**config.mk**
```make
export PLATFORM = sky130hd
export DESIGN_NAME = vtafc_cordic_stage
export DESIGN_NICKNAME = d
export VERILOG_FILES = /design/src/rtl/vtafc_pkg.sv /design/src/rtl/vtafc_cordic_stage.sv
export SDC_FILE = /design/constraint.sdc
export NUM_CORES = 1
export LEC_CHECK = 0
export CAP_MARGIN = 20
export CORE_MARGIN = 10
export CORE_UTILIZATION = 47
export CTS_BUF_LIST = sky130_fd_sc_hd__clkbuf_4 sky130_fd_sc_hd__clkbuf_8 sky130_fd_sc_hd__clkbuf_16
export CTS_CLUSTER_DIAMETER = 50
export CTS_CLUSTER_SIZE = 40
export DETAILED_ROUTE_END_ITERATION = 16
export DONT_BUFFER_PORTS = 1
export GPL_TIMING_DRIVEN = 1
export SYNTH_ARGS = -nofsm -noshare
export SYNTH_HDL_FRONTEND = slang
export SYNTH_SLANG_ARGS = --single-unit
```
**constraint.sdc**
```tcl
create_clock -name clock -period 5.2 [get_ports clock]
set_clock_uncertainty 0.05 [all_clocks]
set_input_delay 0.26 -clock clock [delete_from_list [all_inputs] [get_ports clock]]
set_output_delay 0.26 -clock clock [all_outputs]
set_load 0.01 [all_outputs]
```
**src/rtl/vtafc_pkg.sv**
```systemverilog
// shared types, constants and angle table for the vector-to-angle unit
package vtafc_pkg;

   // width of the cordic x/y datapath: 32-bit input plus gain and sign headroom
   localparam int CORDIC_W = 35;

   // configuration port widths
   localparam int CSR_INDEX_W = 2;
   localparam int CSR_DATA_W  = 23;

   // register widths
   localparam int LEN_EPS_W   = 16;
   localparam int ANG_EPS_W   = 10;
   localparam int ANGLE_W     = 23;
   localparam int EPS_SQ_W    = 33;

   // register reset values
   localparam logic [LEN_EPS_W-1:0] LEN_EPS_RESET   = 16'd0;
   localparam logic [ANG_EPS_W-1:0] ANG_EPS_RESET   = 10'd10;
   localparam logic [ANGLE_W-1:0]   FULL_TURN_RESET = 23'd6588397;

   // pi and pi/2 in q30
   localparam logic [31:0] Q30_PI      = 32'hC90FDAA2;
   localparam logic [31:0] Q30_HALF_PI = 32'h6487ED51;

   // atan(2^-i) in q30
   localparam logic [31:0] ATAN_Q30 [32] = '{
      32'h3243F6A8, 32'h1DAC6705, 32'h0FADBAFC, 32'h07F56EA6, 32'h03FEAB76, 32'h01FFD55B,
      32'h00FFFAAA, 32'h007FFF55, 32'h003FFFEA, 32'h001FFFFD, 32'h000FFFFF, 32'h0007FFFF,
      32'h0003FFFF, 32'h0001FFFF, 32'h0000FFFF, 32'h00007FFF, 32'h00003FFF, 32'h00001FFF,
      32'h00000FFF, 32'h000007FF, 32'h000003FF, 32'h000001FF, 32'h000000FF, 32'h0000007F,
      32'h0000003F, 32'h0000001F, 32'h0000000F, 32'h00000008, 32'h00000004, 32'h00000002,
      32'h00000001, 32'h00000000
   };

   // register indexes on the configuration port
   typedef enum logic [CSR_INDEX_W-1:0] {
      REG_LENGTH_EPSILON,
      REG_ANGLE_EPSILON,
      REG_FULL_TURN
   } csr_reg_type;

   // control bits that travel with each request through the cordic pipe
   typedef struct packed {
      logic valid;
      logic y_neg;
   } side_type;

   // configuration seen by the datapath
   typedef struct packed {
      logic [ANG_EPS_W-1:0] angle_eps;
      logic [ANGLE_W-1:0]   full_turn;
      logic [EPS_SQ_W-1:0]  eps_sq;
   } cfg_type;

   // rescale a q30 angle to frac_bits fraction bits, rounding half up
   function automatic logic [31:0] rescale_q30(input logic [31:0] v, input int frac_bits);
      logic [32:0] w;
      int          sh;
      sh = 30 - frac_bits;
      w  = {1'b0, v};
      if (sh > 0) begin
         w = (w + (33'd1 << (sh - 1))) >> sh;
      end
      return w[31:0];
   endfunction

endpackage

```
**src/rtl/vtafc_cordic_stage.sv**
```systemverilog
// one registered cordic vectoring stage
module vtafc_cordic_stage #(
   parameter int ANGLE_FRAC_BITS = 20,
   parameter int STAGE           = 0
) (
   input  logic                                  clock,
   input  logic                                  reset,
   input  vtafc_pkg::side_type                   side_i,
   input  logic signed [vtafc_pkg::CORDIC_W-1:0] cx_i,
   input  logic signed [vtafc_pkg::CORDIC_W-1:0] cy_i,
   input  logic signed [ANGLE_FRAC_BITS+2:0]     z_i,
   output vtafc_pkg::side_type                   side_o,
   output logic signed [vtafc_pkg::CORDIC_W-1:0] cx_o,
   output logic signed [vtafc_pkg::CORDIC_W-1:0] cy_o,
   output logic signed [ANGLE_FRAC_BITS+2:0]     z_o
);

   localparam int ZW = ANGLE_FRAC_BITS + 3;
   localparam logic [31:0] ATAN_RAW =
      vtafc_pkg::rescale_q30(vtafc_pkg::ATAN_Q30[STAGE], ANGLE_FRAC_BITS);
   localparam logic signed [ZW-1:0] ATAN_Q = ZW'(ATAN_RAW);

   vtafc_pkg::side_type                   side_ff;
   logic signed [vtafc_pkg::CORDIC_W-1:0] cx_ff, cy_ff, cx_in, cy_in, dx, dy;
   logic signed [ZW-1:0]                  z_ff, z_in;

   // rotate toward the x axis by the sign of y
   always_comb begin
      dx = cy_i >>> STAGE;
      dy = cx_i >>> STAGE;
      if (!cy_i[vtafc_pkg::CORDIC_W-1]) begin
         cx_in = cx_i + dx;
         cy_in = cy_i - dy;
         z_in  = z_i + ATAN_Q;
      end else begin
         cx_in = cx_i - dx;
         cy_in = cy_i + dy;
         z_in  = z_i - ATAN_Q;
      end
   end

   // valid and sign travel with the data
   always_ff @(posedge clock) begin
      if (reset) begin
         side_ff.valid <= 1'b0;
      end else begin
         side_ff.valid <= side_i.valid;
      end
      side_ff.y_neg <= side_i.y_neg;
      cx_ff         <= cx_in;
      cy_ff         <= cy_in;
      z_ff          <= z_in;
   end

   assign side_o = side_ff;
   assign cx_o   = cx_ff;
   assign cy_o   = cy_ff;
   assign z_o    = z_ff;

endmodule

```
==> results.ini <==
[logic_synthesis]
synth_most_common_cell=a21oi_1
ys_warn_count=0
synthAdderAreaFrac=0.189
avgSynthCellArea_um2=7.72
synth_edf_count=0
synth_cell_types=68
netlist_top_cells_area=dfxtp_1, ha_1, a21oi_1
synth_simple_gate_area_frac=0.138
ys_ff_latch=94
syn-cell-area_mm2=0.00850
seq_area_frac_synth=0.221
synth.top_cell.area_share=0.221
synth-async-reset-ratio=0
synthMuxAreaShare=0.0237
ys.flop_type=dfxtp_1
synth_cells=1101
synth-compound-area-share=0.268
synthXorXnorAreaFrac=0.0866
yosysTopAreaCell=dfxtp_1
synth_top_family_by_area=compound AO/OA/AOI/OAI gates
synth_nets=1324
netlist_top_cells_count=a21oi_1, ha_1, inv_1, nor2_1, dfxtp_1

[critical_path]
worstPathBufferInverterCount=1
critPathRequiredTime_ps=5380
cp-start-kind=primary input
endpoint_kind=flop
critPathArrivalTime_ps=3670
critPathMaxFanout=9
crit_chain=inv_1 > ha_1 > or4_4 > a21oi_1 > o41ai_2 > nor4_1 > o211ai_1 > a31oi_1 > o211ai_1 > a21oi_1 > o311ai_2 > xor2_1
crit_path_top_delay_cell=or4_4
crit_type=in2reg
cpLargestDelayFamily=compound AO/OA/AOI/OAI gates
max_stage_delay_ps=580

[layout]
fill_cells=1797
diodes=0
nets=1296
multi_input_area_mm2=0.00600
area_delta_synth_final_pct=5.27
drive_above_1_share=0.0334
regArea_mm2=0.00188

[timing]
setup_viol_count_final=0
slew_violations=0
relSlewSlack=0.543
fin_crit_sh=0.672
tns_ps=0
finalHoldViolCount=0
worst_slack_ps=1700
fmax_mhz=286
fin_crit_ps=3500
worst_slew_pin_slew_ps=678
rsz0062_at_grt=no

[status]
status=completed

[grt]
grt_max_degree=95
grt_pass1_vias=7450
antenna_found_initial=0
track_usage=0.202
grt-ovfl-total=0
grt_pass1_wl_um=39800

[route]
ant_nets=0
via_count=7671
drt_first_pass_iters=6
wl_per_cell_um=19.5
drt_iter0_drc=654
route.detailed.drc=0
wl_um=25500
via_per_inst=5.87

[pwr]
ir_drop_uv=175
p_per_area_mw_per_mm2=282
power_leakage_uw=0.00403

[clock_tree]
cts_tree=yes
cts_root_buf=clkbuf_16
postCtsSetupRepairBufs=0
cts.sinks=94
cts_max_level=3
clk_path_buf_depth=2
clk_pin_slew_ps=60
cts_inserted_buffers=9

[die]
die_h_um=154
pin_count=192
die_w_um=154
start_util=0.475
num_rows=49
core_mm2=0.0179
die_area_mm2=0.0239

[placed_design]
port_buffers=0
place_ws_ps=1460
dp_hpwl_um=20100
gp_congestion=0.925

[job]
drv_cap=0

[min_path]
holdCritPathClass=in2reg

==> worst paths after layout <==
kind	startpoint	endpoint	cells past startpoint
max	cx_i[7]	cy_o[34]	12
min	cy_i[0]	cy_o[0]	2
==> kinds of logic (layout without fill, tap and decap cells) <==
logic type / count (synthesis) / count (layout)
AND/OR/NAND/NOR: 252 / 252
flip-flops: 94 / 94
AO/OA/AOI/OAI: 368 / 368
XOR/XNOR: 84 / 84
buffers and inverters: 157 / 134
multiplexers: 20 / 20
adder cells (fa/ha/maj): 126 / 126
==> stage by stage <==
stage / total power [µW] / util / area (µm²) / hold slack (ps) / cells
3_3_place_gp: 1870 / 0.480 / 8590 / 238 / 1284
3_5_place_dp: 1870 / 0.480 / 8590 / 238 / 1284
6_report: 2520 / 0.500 / 8950 / 24.2 / 1307
5_1_grt: 2670 / 0.500 / 8950 / 15.1 / 1307
4_1_cts: 2540 / 0.500 / 8950 / 16.8 / 1307
2_1_floorplan: 1660 / - / 8500 / 238 / 1101
==> sequential cells by signal (all words and copies together), names as in the netlist <==
register / cells
cy_o: 35
z_o: 23
side_o: 2
cx_o: 34
==> area by class of cell <==
class | instances | area share
Multi-Input combinational cell | 850 | 0.671
Sequential cell | 94 | 0.210
Inverter | 109 | 0.0457
Tap cell | 229 | 0.0320
Clock buffer | 12 | 0.0284
Timing Repair Buffer | 9 | 0.00951
Clock inverter | 4 | 0.00336
==> placed cells by master (no fill, tap or decap), types with 22 or more instances in the layout <==
master    count
a21oi_1     137
ha_1        122
inv_1       103
nor2_1      102
dfxtp_1      94
o21ai_0      87
xnor2_1      62
nand2_1      52
o21bai_1     26
a21o_1       23
xor2_1       22
==> where the power goes <==
group          internal (µW)  switching, µW
Sequential               891            165
Clock                    352            307
Combinational            323            482
==> timing repair <==
action / 4_1_cts / 5_1_grt
resized for setup: 0 / 0
hold endpoints to repair: 7 / 0
hold buffers: 7 / 0
==> layer usage <==
metal | vias up | routed length [µm] | GRT usage
met5 | - | 0 | 0
met4 | 0 | 606 | 0.0679
met3 | 38 | 2310 | 0.0593
met2 | 334 | 11600 | 0.326
met1 | 3539 | 11000 | 0.251
li1 | 3760 | - | -
(Power assumes the default switching activity.)
