File: config.mk
export PLATFORM = sky130hd
export DESIGN_NAME = vtafc_csr
export DESIGN_NICKNAME = d
export VERILOG_FILES = /design/src/rtl/vtafc_pkg.sv /design/src/rtl/vtafc_csr.sv
export SDC_FILE = /design/constraint.sdc
export NUM_CORES = 1
export LEC_CHECK = 0
export BUFFER_PORTS_ARGS = -buffer_cell sky130_fd_sc_hd__buf_4
export CORE_UTILIZATION = 29
export DETAILED_ROUTE_END_ITERATION = 12
export SYNTH_ARGS = -nofsm -noshare
export SYNTH_HDL_FRONTEND = slang
export SYNTH_SLANG_ARGS = --single-unit
File: constraint.sdc
create_clock -name clock -period 6.7 [get_ports clock]
set_input_delay 0.335 -clock clock [delete_from_list [all_inputs] [get_ports clock]]
set_output_delay 0.335 -clock clock [all_outputs]
set_load 0.01 [all_outputs]
File: src/rtl/vtafc_pkg.sv
// shared types, constants and angle table for the vector-to-angle unit
package vtafc_pkg;

   // width of the cordic x/y datapath: 32-bit input plus gain and sign headroom
   localparam int CORDIC_W = 35;

   // configuration port widths
   localparam int CSR_INDEX_W = 2;
   localparam int CSR_DATA_W  = 23;

   // register widths
   localparam int LEN_EPS_W   = 16;
   localparam int ANG_EPS_W   = 10;
   localparam int ANGLE_W     = 23;
   localparam int EPS_SQ_W    = 33;

   // register reset values
   localparam logic [LEN_EPS_W-1:0] LEN_EPS_RESET   = 16'd0;
   localparam logic [ANG_EPS_W-1:0] ANG_EPS_RESET   = 10'd10;
   localparam logic [ANGLE_W-1:0]   FULL_TURN_RESET = 23'd6588397;

   // pi and pi/2 in q30
   localparam logic [31:0] Q30_PI      = 32'hC90FDAA2;
   localparam logic [31:0] Q30_HALF_PI = 32'h6487ED51;

   // atan(2^-i) in q30
   localparam logic [31:0] ATAN_Q30 [32] = '{
      32'h3243F6A8, 32'h1DAC6705, 32'h0FADBAFC, 32'h07F56EA6, 32'h03FEAB76, 32'h01FFD55B,
      32'h00FFFAAA, 32'h007FFF55, 32'h003FFFEA, 32'h001FFFFD, 32'h000FFFFF, 32'h0007FFFF,
      32'h0003FFFF, 32'h0001FFFF, 32'h0000FFFF, 32'h00007FFF, 32'h00003FFF, 32'h00001FFF,
      32'h00000FFF, 32'h000007FF, 32'h000003FF, 32'h000001FF, 32'h000000FF, 32'h0000007F,
      32'h0000003F, 32'h0000001F, 32'h0000000F, 32'h00000008, 32'h00000004, 32'h00000002,
      32'h00000001, 32'h00000000
   };

   // register indexes on the configuration port
   typedef enum logic [CSR_INDEX_W-1:0] {
      REG_LENGTH_EPSILON,
      REG_ANGLE_EPSILON,
      REG_FULL_TURN
   } csr_reg_type;

   // control bits that travel with each request through the cordic pipe
   typedef struct packed {
      logic valid;
      logic y_neg;
   } side_type;

   // configuration seen by the datapath
   typedef struct packed {
      logic [ANG_EPS_W-1:0] angle_eps;
      logic [ANGLE_W-1:0]   full_turn;
      logic [EPS_SQ_W-1:0]  eps_sq;
   } cfg_type;

   // rescale a q30 angle to frac_bits fraction bits, rounding half up
   function automatic logic [31:0] rescale_q30(input logic [31:0] v, input int frac_bits);
      logic [32:0] w;
      int          sh;
      sh = 30 - frac_bits;
      w  = {1'b0, v};
      if (sh > 0) begin
         w = (w + (33'd1 << (sh - 1))) >> sh;
      end
      return w[31:0];
   endfunction

endpackage

File: src/rtl/vtafc_csr.sv
// configuration registers and derived squared length threshold
module vtafc_csr (
   input  logic                               clock,
   input  logic                               reset,
   input  logic                               csr_valid,
   output logic                               csr_ready,
   input  logic [vtafc_pkg::CSR_INDEX_W-1:0]  csr_index,
   input  logic [vtafc_pkg::CSR_DATA_W-1:0]   csr_wdata,
   output vtafc_pkg::cfg_type                 cfg
);

   logic [vtafc_pkg::LEN_EPS_W-1:0] length_eps_ff, length_eps_in;
   logic [vtafc_pkg::ANG_EPS_W-1:0] angle_eps_ff, angle_eps_in;
   logic [vtafc_pkg::ANGLE_W-1:0]   full_turn_ff, full_turn_in;
   logic [vtafc_pkg::EPS_SQ_W-1:0]  eps_sq_ff, eps_sq_in;
   logic [vtafc_pkg::LEN_EPS_W:0]   eps_p1;
   logic [2*vtafc_pkg::LEN_EPS_W+1:0] eps_prod;

   // writes are always taken
   assign csr_ready = 1'b1;

   // register write decode
   always_comb begin
      length_eps_in = length_eps_ff;
      angle_eps_in  = angle_eps_ff;
      full_turn_in  = full_turn_ff;
      if (csr_valid) begin
         unique case (csr_index)
            vtafc_pkg::REG_LENGTH_EPSILON: length_eps_in = csr_wdata[vtafc_pkg::LEN_EPS_W-1:0];
            vtafc_pkg::REG_ANGLE_EPSILON:  angle_eps_in  = csr_wdata[vtafc_pkg::ANG_EPS_W-1:0];
            vtafc_pkg::REG_FULL_TURN:      full_turn_in  = csr_wdata[vtafc_pkg::ANGLE_W-1:0];
            default: ;
         endcase
      end
   end

   // length <= eps exactly when sum of squares < (eps+1)^2
   always_comb begin
      eps_p1    = {1'b0, length_eps_ff} + 17'd1;
      eps_prod  = eps_p1 * eps_p1;
      eps_sq_in = eps_prod[vtafc_pkg::EPS_SQ_W-1:0];
   end

   always_ff @(posedge clock) begin
      if (reset) begin
         length_eps_ff <= vtafc_pkg::LEN_EPS_RESET;
         angle_eps_ff  <= vtafc_pkg::ANG_EPS_RESET;
         full_turn_ff  <= vtafc_pkg::FULL_TURN_RESET;
         eps_sq_ff     <= 33'd1;
      end else begin
         length_eps_ff <= length_eps_in;
         angle_eps_ff  <= angle_eps_in;
         full_turn_ff  <= full_turn_in;
         eps_sq_ff     <= eps_sq_in;
      end
   end

   assign cfg.angle_eps = angle_eps_ff;
   assign cfg.full_turn = full_turn_ff;
   assign cfg.eps_sq    = eps_sq_ff;

endmodule

==> results_dict.tcl <==
set metrics [dict create \
    status "finished, final reports clean" \
    yosys-top-cells-area "fa_1 (35%), dfxtp_1 (15%), ha_1 (12%)" \
    criticalPathCategory "reg2reg" \
    setup_viol 0 \
    drv_cap 0 \
    r2r_slack_ps 130 \
    fin_total_pwr_mw 1.502 \
    ios 95 \
    avgRoutedWirePerCell_um 15.37 \
    yosysMostFrequentCell "inv_1" \
    reg2reg_depth 24 \
    cts_hold_buf 0 \
    track_usage 0.1604 \
    numCtsBuffers 9 \
    pwr-share-seq 0.347 \
    tns_ps 0 \
    crit_end "eps_sq_ff[28]$_SDFF_PP0_" \
    min_path_type "in2reg" \
    utilization 0.3818 \
    swShare 0.3344 \
    slew_headroom 0.3476 \
    synth_top_area_cell "fa_1" \
    drive_gt1_frac 0.2502 \
    worst-path-max-fanout 4 \
    syn_area_per_cell_um2 8.726 \
    fin_nets 1798 \
    synth.cell_area_um2 10920 \
    dr_wl_met3_mm 1.678 \
    r2r_end "eps_sq_ff[28]$_SDFF_PP0_" \
    place_congestion 0.9844 \
    met2_length_mm 13.96 \
    die_w_um 196.0 \
    met1Wirelength_mm 13.64 \
    final_area_um2 14050 \
    worstPathRequired_ps 6960 \
    cp-start-kind "flop" \
    p_leak_nw 7.254 \
    grt_max_degree 73 \
    async_reset_ff_frac 0 \
    first_iter_violations 548 \
    cp-end-kind "flop" \
    ys_top_cells_by_count "inv_1 (269), fa_1 (191), nand2_1 (190)" \
    clk_pin_slew_ps 80 \
    rows 70 \
    fin_crit_ps 6567 \
    skew_ps 15.83 \
    ant_nets 0 \
    n_antenna_cell 0 \
    syn_to_final_growth_pct 28.67 \
    synthCells 1251 \
    p_per_area_nw_per_um2 107.0 \
    synth_seq_cells 81 \
    synth_warnings 0 \
    drc_errors 0 \
    fmax_ghz 0.1523 \
    die_y_um 196.0 \
    portBuffers 92 \
    core_area_um2 36790 \
    placed_cell_area_um2 13030 \
    antenna_found_initial 0 \
    comb_power_share 0.274 \
    crit_path_start "length_eps_ff[5]$_SDFFE_PP0P_" \
    layout_setup_ws_ps 133.0 \
    avgViaCountPerCell 4.602 \
    hpwlAfterDp_mm 25.02 \
    synth-main-ff-cell "dfxtp_1" \
    num_vias 8961 \
    routed_wirelength_mm 29.93 \
    fin_crit_sh 0.9801 \
    synth_seq_area_share 0.1485 \
    grt_pass1_vias 9324 \
    die-area_um2 38420 \
    hold_viol_final 0 \
    p_int_mw 0.9999 \
    cts_buffer_depth 2 \
    cts_tree "done" \
    worst_pin_slew_ps 975.7 \
    start_util 0.2968 \
    vdd_drop_max_mv 0.1470 \
    netSwitchingPower_mw 0.5024 \
    clk_latency_ps 370 \
    synth_edf_count 0 \
    yosys.cell_types.count 67 \
    grt_pass1_wl_mm 48.02 \
    cts_sinks 81 \
    rsz0062_at_grt "yes" \
    synth_top_area_frac 0.3503 \
    top_layer "met4" \
    htree_levels 3 \
    clockRootBuffer "clkbuf_16" \
    worstPathArrival_ps 6830 \
    dr.pass1.iters 5 \
    r2r_start "length_eps_ff[5]$_SDFFE_PP0P_" \
    p_clk_frac 0.379 \
    report.final.slew_viol_count 0 \
    place_ws_ps -230.6 \
    grt-ovfl-total 0 \
]
-- critical path, cell delays in order (launching register included) --
cell	delay, ps
dfxtp_2	340
nand4_1	230
nor3_4	290
and3_4	270
xnor2_4	120
clkinv_2	80
buf_6	130
buf_6	130
nand2_1	70
fa_1	430
inv_2	100
fa_1	440
fa_1	590
fa_1	450
fa_1	520
inv_1	50
fa_1	470
inv_1	60
ha_4	270
nand4_1	260
a2111oi_4	460
nor4_4	80
buf_6	140
o22ai_4	130
mux2_4	320
-- metrics by stage --
step	hold slack, ps	std cells
final	180.3	1947
after global routing	188.6	1947
after CTS	173.2	1930
after detailed placement	448.8	1911
after global placement	444.7	1911
after floorplan	459.0	1263
-- timing repair --
action,CTS,global route
endpoints found under the hold margin,0,0
setup buffers,5,18
endpoints found under the setup margin,7,17
gates resized for setup,30,99
pin swaps,15,82
-- state kept, by name, indices dropped and copies added (netlist names) --
name / count
eps_sq_ff: 32
full_turn_ff: 23
length_eps_ff: 16
angle_eps_ff: 10
-- cell families after synthesis --
logic type | count (synthesis) | synth area share
AND/OR/NAND/NOR | 377 | 0.1523
buffers and inverters | 314 | 0.1092
adder cells (fa/ha/maj) | 296 | 0.4706
AO/OA/AOI/OAI | 138 | 0.08023
flip-flops | 81 | 0.1485
XOR/XNOR | 38 | 0.03324
multiplexers | 5 | 0.005157
other | 2 | 0.0006879
-- routing by layer --
layer / up-vias / global-route usage
met5: - / 0
met4: 0 / 0.04514
met3: 36 / 0.03369
met2: 231 / 0.2611
met1: 4414 / 0.2145
li1: 4280 / -
-- placed cells by master (no fill, tap or decap), types with 11 or more instances in the layout --
cell type  count
fa_1         185
nand2_1      174
buf_6         14
buf_4        221
inv_1        257
nor2b_1       13
conb_1        14
inv_2         16
nand3_1       23
a21oi_1       66
xnor2_1       17
dfxtp_1       78
xor2_1        13
nor2_1        70
nor2_2        11
nand2_2       12
ha_1          94
-- power groups by stage --
stage | logic [mW] | registers (mW) | clock network [mW]
floorplan | 0.205 | 0.541 | 0
global placement | 0.374 | 0.533 | 0
detailed placement | 0.378 | 0.533 | 0
CTS | 0.388 | 0.522 | 0.578
global route | 0.456 | 0.524 | 0.594
finish | 0.411 | 0.522 | 0.569
-- area by class of cell --
type	count	area, µm²
clock buffer	10	239.0
sequential	81	1625
fill	3754	22740
inverter	279	1055
timing repair buffer	235	1817
multi-input combinational	868	8643
clock inverter	6	81.33
tap	468	585.6
-- how the worst min path moves through the flow --
stage | slack [ps] | endpoint | start | depth (start not counted)
after floorplan | 460 | angle_eps_ff[1]$_SDFFE_PP1P_ | csr_wdata[1] | 2
after global placement | 440 | full_turn_ff[17]$_SDFFE_PP0P_ | full_turn_ff[17]$_SDFFE_PP0P_ | 2
after detailed placement | 450 | angle_eps_ff[5]$_SDFFE_PP0P_ | angle_eps_ff[5]$_SDFFE_PP0P_ | 2
after CTS | 170 | full_turn_ff[21]$_SDFFE_PP1P_ | csr_wdata[21] | 3
after global routing | 190 | full_turn_ff[21]$_SDFFE_PP1P_ | csr_wdata[21] | 3
final | 180 | full_turn_ff[21]$_SDFFE_PP1P_ | csr_wdata[21] | 3
No activity file was read; power rests on OpenSTA's default activity.
