`src/rtl/vtafc_pkg.sv`:
```
// shared types, constants and angle table for the vector-to-angle unit
package vtafc_pkg;

   // width of the cordic x/y datapath: 32-bit input plus gain and sign headroom
   localparam int CORDIC_W = 35;

   // configuration port widths
   localparam int CSR_INDEX_W = 2;
   localparam int CSR_DATA_W  = 23;

   // register widths
   localparam int LEN_EPS_W   = 16;
   localparam int ANG_EPS_W   = 10;
   localparam int ANGLE_W     = 23;
   localparam int EPS_SQ_W    = 33;

   // register reset values
   localparam logic [LEN_EPS_W-1:0] LEN_EPS_RESET   = 16'd0;
   localparam logic [ANG_EPS_W-1:0] ANG_EPS_RESET   = 10'd10;
   localparam logic [ANGLE_W-1:0]   FULL_TURN_RESET = 23'd6588397;

   // pi and pi/2 in q30
   localparam logic [31:0] Q30_PI      = 32'hC90FDAA2;
   localparam logic [31:0] Q30_HALF_PI = 32'h6487ED51;

   // atan(2^-i) in q30
   localparam logic [31:0] ATAN_Q30 [32] = '{
      32'h3243F6A8, 32'h1DAC6705, 32'h0FADBAFC, 32'h07F56EA6, 32'h03FEAB76, 32'h01FFD55B,
      32'h00FFFAAA, 32'h007FFF55, 32'h003FFFEA, 32'h001FFFFD, 32'h000FFFFF, 32'h0007FFFF,
      32'h0003FFFF, 32'h0001FFFF, 32'h0000FFFF, 32'h00007FFF, 32'h00003FFF, 32'h00001FFF,
      32'h00000FFF, 32'h000007FF, 32'h000003FF, 32'h000001FF, 32'h000000FF, 32'h0000007F,
      32'h0000003F, 32'h0000001F, 32'h0000000F, 32'h00000008, 32'h00000004, 32'h00000002,
      32'h00000001, 32'h00000000
   };

   // register indexes on the configuration port
   typedef enum logic [CSR_INDEX_W-1:0] {
      REG_LENGTH_EPSILON,
      REG_ANGLE_EPSILON,
      REG_FULL_TURN
   } csr_reg_type;

   // control bits that travel with each request through the cordic pipe
   typedef struct packed {
      logic valid;
      logic y_neg;
   } side_type;

   // configuration seen by the datapath
   typedef struct packed {
      logic [ANG_EPS_W-1:0] angle_eps;
      logic [ANGLE_W-1:0]   full_turn;
      logic [EPS_SQ_W-1:0]  eps_sq;
   } cfg_type;

   // rescale a q30 angle to frac_bits fraction bits, rounding half up
   function automatic logic [31:0] rescale_q30(input logic [31:0] v, input int frac_bits);
      logic [32:0] w;
      int          sh;
      sh = 30 - frac_bits;
      w  = {1'b0, v};
      if (sh > 0) begin
         w = (w + (33'd1 << (sh - 1))) >> sh;
      end
      return w[31:0];
   endfunction

endpackage

```
`src/rtl/vtafc_len.sv`:
```
// four-stage pipeline that tests the vector length against the threshold
module vtafc_len (
   input  logic                                clock,
   input  logic                                reset,
   input  logic                                in_valid,
   input  logic signed [31:0]                  x_value,
   input  logic signed [31:0]                  y_value,
   input  logic [vtafc_pkg::EPS_SQ_W-1:0]      eps_sq,
   output logic                                out_valid,
   output logic                                out_short
);

   logic [3:0]  valid_ff;
   logic [31:0] ax_ff, ay_ff, ax_in, ay_in;
   logic [63:0] x_sq_ff, y_sq_ff;
   logic [63:0] sum_ff;
   logic        short_ff, short_in;

   // magnitudes
   always_comb begin
      ax_in = x_value[31] ? (~x_value + 32'd1) : x_value;
      ay_in = y_value[31] ? (~y_value + 32'd1) : y_value;
   end

   // threshold compare on the squared length
   assign short_in = sum_ff < 64'(eps_sq);

   // valid chain
   always_ff @(posedge clock) begin
      if (reset) begin
         valid_ff <= '0;
      end else begin
         valid_ff <= {valid_ff[2:0], in_valid};
      end
   end

   // datapath: abs, square, sum, compare
   always_ff @(posedge clock) begin
      ax_ff    <= ax_in;
      ay_ff    <= ay_in;
      x_sq_ff  <= ax_ff * ax_ff;
      y_sq_ff  <= ay_ff * ay_ff;
      sum_ff   <= x_sq_ff + y_sq_ff;
      short_ff <= short_in;
   end

   assign out_valid = valid_ff[3];
   assign out_short = short_ff;

endmodule

```
`config.mk`:
```
export PLATFORM = sky130hd
export DESIGN_NAME = vtafc_len
export DESIGN_NICKNAME = d
export VERILOG_FILES = /design/src/rtl/vtafc_pkg.sv /design/src/rtl/vtafc_len.sv
export SDC_FILE = /design/constraint.sdc
export NUM_CORES = 2
export LEC_CHECK = 0
export BUFFER_PORTS_ARGS = -buffer_cell sky130_fd_sc_hd__clkbuf_2
export CAP_MARGIN = 20
export CELL_PAD_IN_SITES_DETAIL_PLACEMENT = 1
export CELL_PAD_IN_SITES_GLOBAL_PLACEMENT = 2
export CORE_UTILIZATION = 43
export CTS_CLUSTER_DIAMETER = 80
export CTS_CLUSTER_SIZE = 12
export DETAILED_ROUTE_END_ITERATION = 10
export GPL_ROUTABILITY_DRIVEN = 0
export HOLD_SLACK_MARGIN = 0.02
export PLACE_DENSITY_LB_ADDON = 0.1
export SETUP_SLACK_MARGIN = 0.5
export SYNTH_ARGS = -nofsm -noshare
export SYNTH_HDL_FRONTEND = slang
export SYNTH_SLANG_ARGS = --single-unit
```
`constraint.sdc`:
```
create_clock -name clock -period 10.35 [get_ports clock]
set_input_delay 0.5175 -clock clock [delete_from_list [all_inputs] [get_ports clock]]
set_output_delay 0.5175 -clock clock [all_outputs]
set_load 0.05 [all_outputs]
```
==> impl_metrics.env <==
export IMPL_unrepaired_setup_endpoints_after_global_routing="no"
export IMPL_global_route_usage_met1_pct=31.84
export IMPL_cell_family_contributing_the_most_delay_on_the_critical_path="adder cells"
export IMPL_critical_path_max_stage_delay_ns=0.77
export IMPL_synthFlopType="sky130_fd_sc_hd__dfxtp_1"
export IMPL_synthesis_yosys_warnings=0
export IMPL_synthesis_instances=7371
export IMPL_detail_route_wl_per_cell_um=20.54
export IMPL_number_of_clock_buffers_inserted_by_tritoncts=31
export IMPL_flow_area_growth_from_synthesis_pct=5.509
export IMPL_syn_num_nets=9746
export IMPL_worst_setup_path_type="reg -> reg"
export IMPL_drt_total_wl_mm=193.7
export IMPL_detailed_place_hpwl_mm=166.5
export IMPL_drt_drc_violations_left=0
export IMPL_max_freq_mhz=108.4
export IMPL_placement_io_buffers=101
export IMPL_outcome="complete, no violations"
export IMPL_timing_hold_worst_class="in -> reg"
export IMPL_critical_path_slowest_cell="sky130_fd_sc_hd__dfxtp_1"
export IMPL_finalSetupViolations=0
export IMPL_pin_count=102
export IMPL_num_nets_final=9721
export IMPL_netlist_top_cells_area="sky130_fd_sc_hd__fa_1, sky130_fd_sc_hd__ha_1, sky130_fd_sc_hd__inv_1, sky130_fd_sc_hd__dfxtp_1, sky130_fd_sc_hd__and2_1"
export IMPL_syn_area_per_cell_um2=9.373
export IMPL_detailroute_via_count=48038
export IMPL_async_flop_share_pct=0
export IMPL_initial_drc_count=1846
export IMPL_worst_path_most_repeated_cell="sky130_fd_sc_hd__fa_1"
export IMPL_placeableCoreArea_um2=158900
export IMPL_gr_total_overflow=0
export IMPL_cts_buffer_depth=3
export IMPL_path_buf_inv=3
export IMPL_fp_dieW_um=402.8
export IMPL_initial_core_util_pct=43.47
export IMPL_largest_net_degree_at_the_start_of_global_routing=40
export IMPL_netlist_area_leader_share_pct=45.90
export IMPL_grt_antenna_before_repair=5
export IMPL_cts_resizes=0
export IMPL_grt_first_pass_wirelength_mm=312.2
export IMPL_yosys_cell_types_count=69
export IMPL_worst_clock_skew_ns=0.04532
export IMPL_layout_drive_gt1_share_pct=3.942
export IMPL_worst_ep_arrival_time_ns=9.80
export IMPL_clk_pin_slew_ns=0.07
export IMPL_crit_required_ns=10.92
export IMPL_cts_sink_count=259
export IMPL_cts_tree="done"
export IMPL_drt_antenna_violating_nets=0
export IMPL_crit_path_max_fanout=15
export IMPL_fin_crit_sh_pct=89.11
export IMPL_crit_path_end_kind="flop"
export IMPL_final_period_minus_worst_setup_slack_ns=9.222
export IMPL_track_usage_pct=24.85
export IMPL_timing_setup_tns_ns=0
export IMPL_hold_violations=0
export IMPL_dieHeight_um=402.8
export IMPL_ys_seq_area_share_pct=7.505
export IMPL_worst_skew_pair_later_pin_latency_ns=0.64
export IMPL_cts_htree_levels=1
export IMPL_num_rows=146
export IMPL_globalRouteMet2Util_pct=45.81
export IMPL_post_cts_setup_buffer_count=0
export IMPL_grt_pass1_vias=55766
export IMPL_fp_dieArea_um2=162300
export IMPL_timing_slew_headroom_pct=28.82
export IMPL_slew_viol_final=0
export IMPL_syn_cell_area_um2=69090
export IMPL_root_buffer="sky130_fd_sc_hd__clkbuf_16"
export IMPL_synth_largest_area_cell="sky130_fd_sc_hd__fa_1"
export IMPL_synth_edff_count=0
export IMPL_startpoint_type="flop"
export IMPL_timing_worst_slew_pin_value_ns=1.066
export IMPL_post_drt_via_cell_ratio=5.094
export IMPL_busiest_layer="met2"
export IMPL_count_of_max_cap_constraint_violations=0
export IMPL_ys_ff_latch=259
export IMPL_grt_use_met3_pct=1.701
export IMPL_drt_pre_antenna_iters=7
-- registers in the layout, summed over array words and instances (netlist names) --
| name | flops |
|---|---|
| valid_ff | 4 |
| x_sq_ff | 63 |
| ay_ff | 32 |
| out_short | 1 |
| y_sq_ff | 63 |
| ax_ff | 32 |
| sum_ff | 64 |
-- area by class of cell --
| type | count | area, um2 |
|---|---|---|
| Antenna cell | 1 | 2.502 |
| Inverter | 1982 | 7440 |
| Sequential cell | 259 | 5187 |
| Multi-Input combinational cell | 4876 | 55510 |
| Clock buffer | 34 | 797.0 |
| Fill cell | 18206 | 86040 |
| Timing Repair Buffer | 196 | 1250 |
| Clock inverter | 10 | 115.1 |
| Tap cell | 2072 | 2592 |
-- cells in the final DEF (no fill, tap or decap), types with 8 or more instances in the layout --
master,Yosys,final
sky130_fd_sc_hd__a211oi_1,23,23
sky130_fd_sc_hd__a21o_1,116,116
sky130_fd_sc_hd__a21oi_1,235,235
sky130_fd_sc_hd__a221oi_1,12,12
sky130_fd_sc_hd__a31o_2,24,24
sky130_fd_sc_hd__a31oi_1,36,36
sky130_fd_sc_hd__a41oi_1,8,8
sky130_fd_sc_hd__and2_1,464,464
sky130_fd_sc_hd__and3_1,25,25
sky130_fd_sc_hd__buf_4,0,91
sky130_fd_sc_hd__clkbuf_16,0,31
sky130_fd_sc_hd__clkbuf_2,0,101
sky130_fd_sc_hd__dfxtp_1,259,257
sky130_fd_sc_hd__fa_1,1584,1584
sky130_fd_sc_hd__ha_1,691,691
sky130_fd_sc_hd__inv_1,1979,1979
sky130_fd_sc_hd__nand2_1,646,646
sky130_fd_sc_hd__nand2b_1,21,21
sky130_fd_sc_hd__nand3_1,35,35
sky130_fd_sc_hd__nand4_1,40,40
sky130_fd_sc_hd__nor2_1,175,175
sky130_fd_sc_hd__nor2b_1,41,41
sky130_fd_sc_hd__nor3_1,18,18
sky130_fd_sc_hd__nor4_1,14,14
sky130_fd_sc_hd__o211ai_1,11,11
sky130_fd_sc_hd__o21a_1,17,17
sky130_fd_sc_hd__o21ai_0,133,133
sky130_fd_sc_hd__o21bai_1,34,34
sky130_fd_sc_hd__o31ai_1,27,27
sky130_fd_sc_hd__o41ai_1,12,12
sky130_fd_sc_hd__or2_2,17,17
sky130_fd_sc_hd__or3_1,10,10
sky130_fd_sc_hd__or4_1,10,10
sky130_fd_sc_hd__xnor2_1,206,206
sky130_fd_sc_hd__xor2_1,113,113
-- final timing paths --
check / end / slack (ns) / cells after the start / from
setup / recovery: y_sq_ff[50] / 1.13 / 25 / ay_ff[6]
hold / removal: ay_ff[31] / 0.08 / 2 / y_value[30]
setup reg to reg: y_sq_ff[50] / 1.13 / 25 / ay_ff[6]
hold reg to reg: valid_ff[1] / 0.44 / 1 / valid_ff[0]
-- cells by family (layout without fill, tap and decap cells) --
logic type                 after synthesis  in the layout  share of synthesized area (%)
xor gates and xnor gates               319            319                          4.044
buffers and inverters                 2236           2222                          12.15
adders and majority gates             2275           2275                          58.41
other                                    0              1                              0
muxes                                    6              6                        0.09055
AOI/OAI and AO/OA                      732            732                          6.763
DFF                                    259            259                          7.505
and+or+nand+nor                       1544           1544                          11.03
-- Yosys cell counts (25+ instances only) --
cell,n
sky130_fd_sc_hd__a31oi_1,36
sky130_fd_sc_hd__nor2b_1,41
sky130_fd_sc_hd__dfxtp_1,259
sky130_fd_sc_hd__clkbuf_1,250
sky130_fd_sc_hd__a21o_1,116
sky130_fd_sc_hd__xor2_1,113
sky130_fd_sc_hd__xnor2_1,206
sky130_fd_sc_hd__a21oi_1,235
sky130_fd_sc_hd__and2_1,464
sky130_fd_sc_hd__nand4_1,40
sky130_fd_sc_hd__o21bai_1,34
sky130_fd_sc_hd__nand2_1,646
sky130_fd_sc_hd__nor2_1,175
sky130_fd_sc_hd__o31ai_1,27
sky130_fd_sc_hd__o21ai_0,133
sky130_fd_sc_hd__nand3_1,35
sky130_fd_sc_hd__and3_1,25
sky130_fd_sc_hd__fa_1,1584
sky130_fd_sc_hd__inv_1,1979
sky130_fd_sc_hd__ha_1,691
-- metrics by stage --
step | hold slack, ns | util, % | cell area [um2] | instances | worst slack (ns)
floorplan | 0.3803 | - | 69090 | 7371 | 2.561
global placement | 0.4353 | 45.26 | 71940 | 9382 | 1.255
detailed placement | 0.4360 | 45.27 | 71940 | 9383 | 1.203
CTS | 0.04331 | 45.85 | 72860 | 9428 | 1.175
global route | 0.06008 | 45.86 | 72890 | 9429 | 0.6726
finish | 0.08471 | 45.87 | 72890 | 9430 | 1.128
-- per-layer routing --
metal / share of wire (%) / up-vias
met1: 43 / 25320
li1: - / 21904
met4: 2.1 / 2
met3: 2.7 / 197
met5: 0.010 / -
met2: 53 / 615
-- repair_timing --
item                       in CTS  in global routing
hold buffers                    1                  0
hold endpoints to repair        1                  0
setup endpoints to repair       0                  0
Power is not shown: default switching activity piles up to over one toggle a cycle in this logic, so the estimate is an artifact.
